**src/rtl/park_pkg.sv**
```systemverilog
package park_pkg;

  localparam int DATA_W = 16;
  localparam int ROM_AW = 8;
  localparam int ROM_DEPTH = 1 << ROM_AW;

  // Operations carried in the user field
  localparam logic CMD_FWD = 1'b0;
  localparam logic CMD_INV = 1'b1;

  // Quadrant codes, taken from the two top bits of the offset angle index
  localparam logic [1:0] QUAD_0 = 2'b00;
  localparam logic [1:0] QUAD_1 = 2'b01;
  localparam logic [1:0] QUAD_2 = 2'b10;
  localparam logic [1:0] QUAD_3 = 2'b11;

  // Quarter-wave sine, Q15, peak 0x7FFE
  localparam logic [DATA_W-1:0] SINE_ROM [ROM_DEPTH] = '{
    16'h0000, 16'h00C9, 16'h0192, 16'h025B, 16'h0324, 16'h03ED, 16'h04B6, 16'h057F,
    16'h0648, 16'h0711, 16'h07D9, 16'h08A2, 16'h096A, 16'h0A33, 16'h0AFB, 16'h0BC4,
    16'h0C8C, 16'h0D54, 16'h0E1C, 16'h0EE3, 16'h0FAB, 16'h1072, 16'h113A, 16'h1201,
    16'h12C8, 16'h138F, 16'h1455, 16'h151C, 16'h15E2, 16'h16A8, 16'h176E, 16'h1833,
    16'h18F9, 16'h19BE, 16'h1A82, 16'h1B47, 16'h1C0B, 16'h1CCF, 16'h1D93, 16'h1E57,
    16'h1F1A, 16'h1FDD, 16'h209F, 16'h2161, 16'h2223, 16'h22E5, 16'h23A6, 16'h2467,
    16'h2528, 16'h25E8, 16'h26A8, 16'h2767, 16'h2826, 16'h28E5, 16'h29A3, 16'h2A61,
    16'h2B1F, 16'h2BDC, 16'h2C99, 16'h2D55, 16'h2E11, 16'h2ECC, 16'h2F87, 16'h3041,
    16'h30FB, 16'h31B5, 16'h326E, 16'h3326, 16'h33DF, 16'h3496, 16'h354D, 16'h3604,
    16'h36BA, 16'h376F, 16'h3824, 16'h38D9, 16'h398C, 16'h3A40, 16'h3AF2, 16'h3BA5,
    16'h3C56, 16'h3D07, 16'h3DB8, 16'h3E68, 16'h3F17, 16'h3FC5, 16'h4073, 16'h4121,
    16'h41CE, 16'h427A, 16'h4325, 16'h43D0, 16'h447A, 16'h4524, 16'h45CD, 16'h4675,
    16'h471C, 16'h47C3, 16'h4869, 16'h490F, 16'h49B4, 16'h4A58, 16'h4AFB, 16'h4B9D,
    16'h4C3F, 16'h4CE0, 16'h4D81, 16'h4E20, 16'h4EBF, 16'h4F5D, 16'h4FFB, 16'h5097,
    16'h5133, 16'h51CE, 16'h5268, 16'h5302, 16'h539B, 16'h5432, 16'h54C9, 16'h5560,
    16'h55F5, 16'h568A, 16'h571D, 16'h57B0, 16'h5842, 16'h58D3, 16'h5964, 16'h59F3,
    16'h5A82, 16'h5B0F, 16'h5B9C, 16'h5C28, 16'h5CB3, 16'h5D3E, 16'h5DC7, 16'h5E4F,
    16'h5ED7, 16'h5F5D, 16'h5FE3, 16'h6068, 16'h60EB, 16'h616E, 16'h61F0, 16'h6271,
    16'h62F1, 16'h6370, 16'h63EE, 16'h646C, 16'h64E8, 16'h6563, 16'h65DD, 16'h6656,
    16'h66CF, 16'h6746, 16'h67BC, 16'h6832, 16'h68A6, 16'h6919, 16'h698B, 16'h69FD,
    16'h6A6D, 16'h6ADC, 16'h6B4A, 16'h6BB7, 16'h6C23, 16'h6C8E, 16'h6CF8, 16'h6D61,
    16'h6DC9, 16'h6E30, 16'h6E96, 16'h6EFB, 16'h6F5E, 16'h6FC1, 16'h7022, 16'h7083,
    16'h70E2, 16'h7140, 16'h719D, 16'h71F9, 16'h7254, 16'h72AE, 16'h7307, 16'h735E,
    16'h73B5, 16'h740A, 16'h745F, 16'h74B2, 16'h7504, 16'h7555, 16'h75A5, 16'h75F3,
    16'h7641, 16'h768D, 16'h76D8, 16'h7722, 16'h776B, 16'h77B3, 16'h77FA, 16'h783F,
    16'h7884, 16'h78C7, 16'h7909, 16'h794A, 16'h7989, 16'h79C8, 16'h7A05, 16'h7A41,
    16'h7A7C, 16'h7AB6, 16'h7AEE, 16'h7B26, 16'h7B5C, 16'h7B91, 16'h7BC5, 16'h7BF8,
    16'h7C29, 16'h7C59, 16'h7C88, 16'h7CB6, 16'h7CE3, 16'h7D0E, 16'h7D39, 16'h7D62,
    16'h7D89, 16'h7DB0, 16'h7DD5, 16'h7DFA, 16'h7E1D, 16'h7E3E, 16'h7E5F, 16'h7E7E,
    16'h7E9C, 16'h7EB9, 16'h7ED5, 16'h7EEF, 16'h7F09, 16'h7F21, 16'h7F37, 16'h7F4D,
    16'h7F61, 16'h7F74, 16'h7F86, 16'h7F97, 16'h7FA6, 16'h7FB4, 16'h7FC1, 16'h7FCD,
    16'h7FD8, 16'h7FE1, 16'h7FE9, 16'h7FF0, 16'h7FF5, 16'h7FF9, 16'h7FFD, 16'h7FFE
  };

  // Operands held between the angle lookup and the rotation
  typedef struct packed {
    logic                     cmd;
    logic signed [DATA_W-1:0] sin;
    logic signed [DATA_W-1:0] cos;
    logic signed [DATA_W-1:0] x;
    logic signed [DATA_W-1:0] y;
  } stage_t;

  typedef struct packed {
    logic signed [DATA_W-1:0] first;
    logic signed [DATA_W-1:0] second;
  } result_t;

endpackage

```
**src/rtl/park_sincos.sv**
```systemverilog
module park_sincos
  import park_pkg::*;
(
  input  logic signed [DATA_W-1:0] theta,
  output logic signed [DATA_W-1:0] sin,
  output logic signed [DATA_W-1:0] cos
);

  logic [1:0]               quad;
  logic [ROM_AW-1:0]        addr;
  logic signed [DATA_W-1:0] direct;
  logic signed [DATA_W-1:0] mirror;

  // Offset by half a turn: flip the sign bit, then drop the six low bits
  assign quad   = {~theta[DATA_W-1], theta[DATA_W-2]};
  assign addr   = theta[DATA_W-3 -: ROM_AW];
  assign direct = SINE_ROM[addr];
  assign mirror = SINE_ROM[~addr];

  always_comb begin
    unique case (quad)
      QUAD_2: begin
        sin = direct;
        cos = mirror;
      end
      QUAD_3: begin
        sin = mirror;
        cos = -direct;
      end
      QUAD_0: begin
        sin = -direct;
        cos = -mirror;
      end
      QUAD_1: begin
        sin = -mirror;
        cos = direct;
      end
      default: begin
        sin = '0;
        cos = '0;
      end
    endcase
  end

endmodule

```
**src/rtl/park_rot.sv**
```systemverilog
module park_rot
  import park_pkg::*;
(
  input  stage_t  op,
  output result_t res
);

  localparam int PROD_W = 2 * DATA_W;
  localparam int SUM_W  = PROD_W + 1;
  localparam int FRAC   = DATA_W - 1;

  logic signed [PROD_W-1:0] xc;
  logic signed [PROD_W-1:0] ys;
  logic signed [PROD_W-1:0] yc;
  logic signed [PROD_W-1:0] xs;
  logic signed [SUM_W-1:0]  sum_first;
  logic signed [SUM_W-1:0]  sum_second;

  assign xc = op.x * op.cos;
  assign ys = op.y * op.sin;
  assign yc = op.y * op.cos;
  assign xs = op.x * op.sin;

  always_comb begin
    unique case (op.cmd)
      CMD_FWD: begin
        sum_first  = SUM_W'(xc) + SUM_W'(ys);
        sum_second = SUM_W'(yc) - SUM_W'(xs);
      end
      CMD_INV: begin
        sum_first  = SUM_W'(xc) - SUM_W'(ys);
        sum_second = SUM_W'(yc) + SUM_W'(xs);
      end
      default: begin
        sum_first  = '0;
        sum_second = '0;
      end
    endcase
  end

  // Shift right by the Q15 fraction and wrap to the output width
  assign res.first  = sum_first[FRAC +: DATA_W];
  assign res.second = sum_second[FRAC +: DATA_W];

endmodule

```
**src/rtl/park_transform_q15.sv**
```systemverilog
// Channel  | Dir | Bits | Contents
// s_axis   | in  | 48   | tdata: theta, in_first, in_second; tuser: cmd
// m_axis   | out | 32   | tdata: out_first, out_second
//
// Two register stages: the angle lookup feeds an operand register, the four
// 16x16 products and two adds feed the output register.
// One word is taken every cycle unless m_tready stalls the output; throughput is set by the single multiply stage.
// When m_tready is low, both stages fill and s_tready drops; each stage
// advances as soon as the one after it is empty or draining.
// Synchronous reset empties both stages; payload registers are not reset.
module park_transform_q15
  import park_pkg::*;
(
  input  logic        clk,
  input  logic        rst,
  input  logic        s_tvalid,
  output logic        s_tready,
  input  logic [47:0] s_tdata,   // theta[15:0], in_first[31:16], in_second[47:32]
  input  logic        s_tuser,   // cmd[0]
  output logic        m_tvalid,
  input  logic        m_tready,
  output logic [31:0] m_tdata    // out_first[15:0], out_second[31:16]
);

  logic                     st_valid;
  stage_t                   st;
  stage_t                   st_next;
  logic                     st_ready;
  logic                     out_valid;
  result_t                  out_data;
  result_t                  out_next;
  logic signed [DATA_W-1:0] sin;
  logic signed [DATA_W-1:0] cos;

  park_sincos u_sincos (
    .theta (s_tdata[DATA_W-1:0]),
    .sin   (sin),
    .cos   (cos)
  );

  assign st_next.cmd = s_tuser;
  assign st_next.sin = sin;
  assign st_next.cos = cos;
  assign st_next.x   = s_tdata[2*DATA_W-1:DATA_W];
  assign st_next.y   = s_tdata[3*DATA_W-1:2*DATA_W];

  park_rot u_rot (
    .op  (st),
    .res (out_next)
  );

  assign st_ready = !out_valid || m_tready;
  assign s_tready = !st_valid || st_ready;

  always_ff @(posedge clk) begin
    if (rst) begin
      st_valid <= 1'b0;
    end else if (s_tready) begin
      st_valid <= s_tvalid;
    end
  end

  always_ff @(posedge clk) begin
    if (s_tready && s_tvalid) begin
      st <= st_next;
    end
  end

  always_ff @(posedge clk) begin
    if (rst) begin
      out_valid <= 1'b0;
    end else if (st_ready) begin
      out_valid <= st_valid;
    end
  end

  always_ff @(posedge clk) begin
    if (st_ready && st_valid) begin
      out_data <= out_next;
    end
  end

  assign m_tvalid = out_valid;
  assign m_tdata  = {out_data.second, out_data.first};

  // An accepted word always lands in the operand stage
  a_fill: assert property (@(posedge clk) disable iff (rst)
    s_tvalid && s_tready |=> st_valid)
    else $error("accepted word did not reach the operand stage");

  // Sine and cosine are never both zero
  a_trig: assert property (@(posedge clk) disable iff (rst)
    st_valid |-> (st.sin != '0 || st.cos != '0))
    else $error("sine and cosine both zero");

  // Full pipe with a stalled output must back-pressure the input
  a_stall: assert property (@(posedge clk) disable iff (rst)
    out_valid && !m_tready && st_valid |-> !s_tready)
    else $error("input accepted while pipe is full");

  // A held operand moves into an empty output register
  a_drain: assert property (@(posedge clk) disable iff (rst)
    st_valid && !out_valid |=> out_valid)
    else $error("operand stage did not drain");

endmodule
```
**config.mk**
```make
export PLATFORM = sky130hd
export DESIGN_NAME = park_transform_q15
export DESIGN_NICKNAME = d
export VERILOG_FILES = /design/src/rtl/park_pkg.sv /design/src/rtl/park_sincos.sv /design/src/rtl/park_rot.sv /design/src/rtl/park_transform_q15.sv
export SDC_FILE = /design/constraint.sdc
export NUM_CORES = 2
export LEC_CHECK = 0
export BUFFER_PORTS_ARGS = -buffer_cell sky130_fd_sc_hd__buf_2
export CAP_MARGIN = 40
export CORE_UTILIZATION = 61
export CTS_CLUSTER_SIZE = 10
export DETAILED_ROUTE_END_ITERATION = 6
export MAX_ROUTING_LAYER = met4
export PLACE_DENSITY = 0.81
export SLEW_MARGIN = 20
export SYNTH_ARGS = -nofsm -noshare
export SYNTH_HDL_FRONTEND = slang
export SYNTH_SLANG_ARGS = --single-unit
```
**constraint.sdc**
```tcl
create_clock -name clk -period 7.7 [get_ports clk]
set_input_delay 0.77 -clock clk [delete_from_list [all_inputs] [get_ports clk]]
set_output_delay 0.77 -clock clk [all_outputs]
set_load 0.03 [all_outputs]
```
==> reports/qor.yml <==
outcome: "finished, violations left"
violations: "DRC, setup timing"
slowest_stage: "fa_1"
synth_edf_count: 97
top_usage_layer: "met2"
crit_required_ns: 7.88
syn_nets: 7802
clock_path_buffers: 2
drive_gt1_share_pct: 17.80
drt_iter0_markers: 5407
skew_ns: 0.02471
coreArea_um2: 87160
row_count: 108
crit_family: "adder cells"
use_met2_pct: 68.08
track_usage_pct: 44.78
via_per_inst: 6.185
yosys.area.top_type: "fa_1"
final_util_pct: 71.64
place_ws_ns: -0.8151
antenna_found_initial: 13
die_area_um2: 89470
worst_path_largest_cell_delay_ns: 0.57
clk_latency_ns: 0.44
syn_inst: 6304
yosysUniqueCellTypes: 106
synth_area_leaders: "fa_1 38%, ha_1 9.8%, inv_1 8.3%"
initial_core_util_pct: 61.79
antenna_left: 0
fp.dieW_um: 299.1
path_clk_slew_ns: 0.10
finalCritPeriodShare_pct: 111.4
mappedNetlistArea_um2: 53850
cts_hold_buf: 0
fillers: 6123
layout.nets: 8324
gp_congestion: 1.049
multiInputGateArea_um2: 45910
crit_top_cell: "fa_1"
critPathBufInv: 6
synthFlopType: "edfxtp_1"
chipHeight_um: 299.1
drc: 2
ys_warn_count: 0
syn_avg_cell_area_um2: 8.542
crit_arrival_ns: 8.75
areaGrowthSynthToFinish_pct: 15.95
endpoint_kind: "flop"
cap_violations: 0
post_layout_nonfiller_instances: 8002
wl_per_cell_um: 24.39
cts_tree: "built"
async_flop_share_pct: 0
critical_path.max_fanout: 6
firstDrtPassIters: 7
drv_slew: 0
min_period_ns: 8.577
grt_first_pass_wirelength_mm: 295.1
grt_overflow: 0
synth_commonest_cells: "1194 x inv_1, 1024 x fa_1, 726 x nand2_1"
rsz0062_at_grt: "true"
crit_type: "flop to flop"
vias: 49494
wl_mm: 195.2
yosysSeqAreaShare_pct: 5.483
boundaryPins: 87
finalSetupViolCount: 24
yosysMostFrequentCell: "inv_1"
cts_inserted_buffers: 9
hp-class: "input pin to flop"
start_kind: "flop"
ys_seq_elements: 99
grt_max_degree: 166
met1_usage_pct: 54.47
reg2reg_slack_ns: -0.88
seq_area_um2: 2953
final-hold-violation-count: 0
worst_pin_slew_ns: 0.9109
slew_headroom_pct: 37.54
dp.cells: 7896
port_buffers: 80
dp_hpwl_mm: 151.0
layout_setup_ws_ns: -0.8774
cts-root-buf: "clkbuf_16"
synth_top_area_share_pct: 38.07
met3_usage_pct: 9.074
cts_num_sinks: 99
grt_pass1_vias: 51134
htree_levels: 3
max_freq_ghz: 0.1166
-- through the flow --
step / hold WS [ns] / TNS (ns) / area [um^2]
4_1_cts: 0.4923 / -6.956 / 61760
5_1_grt: 0.5113 / -18.87 / 62430
6_report: 0.4994 / -13.74 / 62440
3_3_place_gp: 0.5158 / -8.513 / 60230
3_5_place_dp: 0.5373 / -12.37 / 60290
2_1_floorplan: 0.4778 / -1.211 / 54150
-- kinds of logic (layout without fill, tap and decap cells) --
kind of cell    count (synthesis)  in the layout  share of synthesized area [%]
simple gates                 1896           1896                          17.30
buf+inv                      1589           2116                          11.57
fa+ha+maj                    1445           1445                          47.85
compound gates                983            983                          12.28
xor+xnor                      231            231                          3.783
flops                          99             99                          5.483
mux                            61             61                          1.733
other cells                     0             16                              0
-- path summary, 6_finish.rpt --
| check | startpoint | endpoint | cells after the start |
|---|---|---|---|
| setup / recovery | st[53]$_DFFE_PP_ | m_tdata[31]$_DFFE_PP_ | 34 |
| hold / removal | s_tdata[16] | st[16]$_DFFE_PP_ | 1 |
| setup reg to reg | st[53]$_DFFE_PP_ | m_tdata[31]$_DFFE_PP_ | 34 |
| hold reg to reg | st_valid$_SDFFE_PP0N_ | m_tvalid$_SDFFE_PP0P_ | 2 |
-- final cells by class --
class / instances / area share, %
multi-input combinational: 4616 / 73.52
timing repair buffer: 902 / 11.70
inverter: 1198 / 7.204
sequential: 99 / 4.729
tap: 1155 / 2.314
clock buffer: 10 / 0.3667
clock inverter: 6 / 0.1022
antenna: 16 / 0.06412
-- what timing repair did --
action	CTS	global route
setup buffers	49	25
gates resized for setup	168	95
cloned	1	1
pin swaps	133	56
endpoints found under the setup margin	24	29
-- layer usage --
layer	vias up	part of all wire, %
li1	21054	-
met1	24519	36
met2	3096	45
met3	825	10
met4	0	8.3
met5	-	0
-- registers in the layout (all words and copies together) (netlist names) --
| register | count |
|---|---|
| st_valid | 1 |
| m_tvalid | 1 |
| m_tdata | 32 |
| st | 65 |
-- cells in the final DEF, fill, tap and decap left out, types with 58 or more instances in the layout --
master and instances:
xnor2_1 164, nand2_1 724, a211oi_1 61, and2_1 424
o21ai_0 166, ha_1 397, a21oi_1 218, inv_1 1174
buf_2 78, nand3_1 58, nor3_1 91, buf_4 742
edfxtp_1 97, nor2_1 245, fa_1 1011, nand2b_1 94
Power is not shown: default switching activity piles up to over one toggle a cycle in this logic, so the estimate is an artifact.
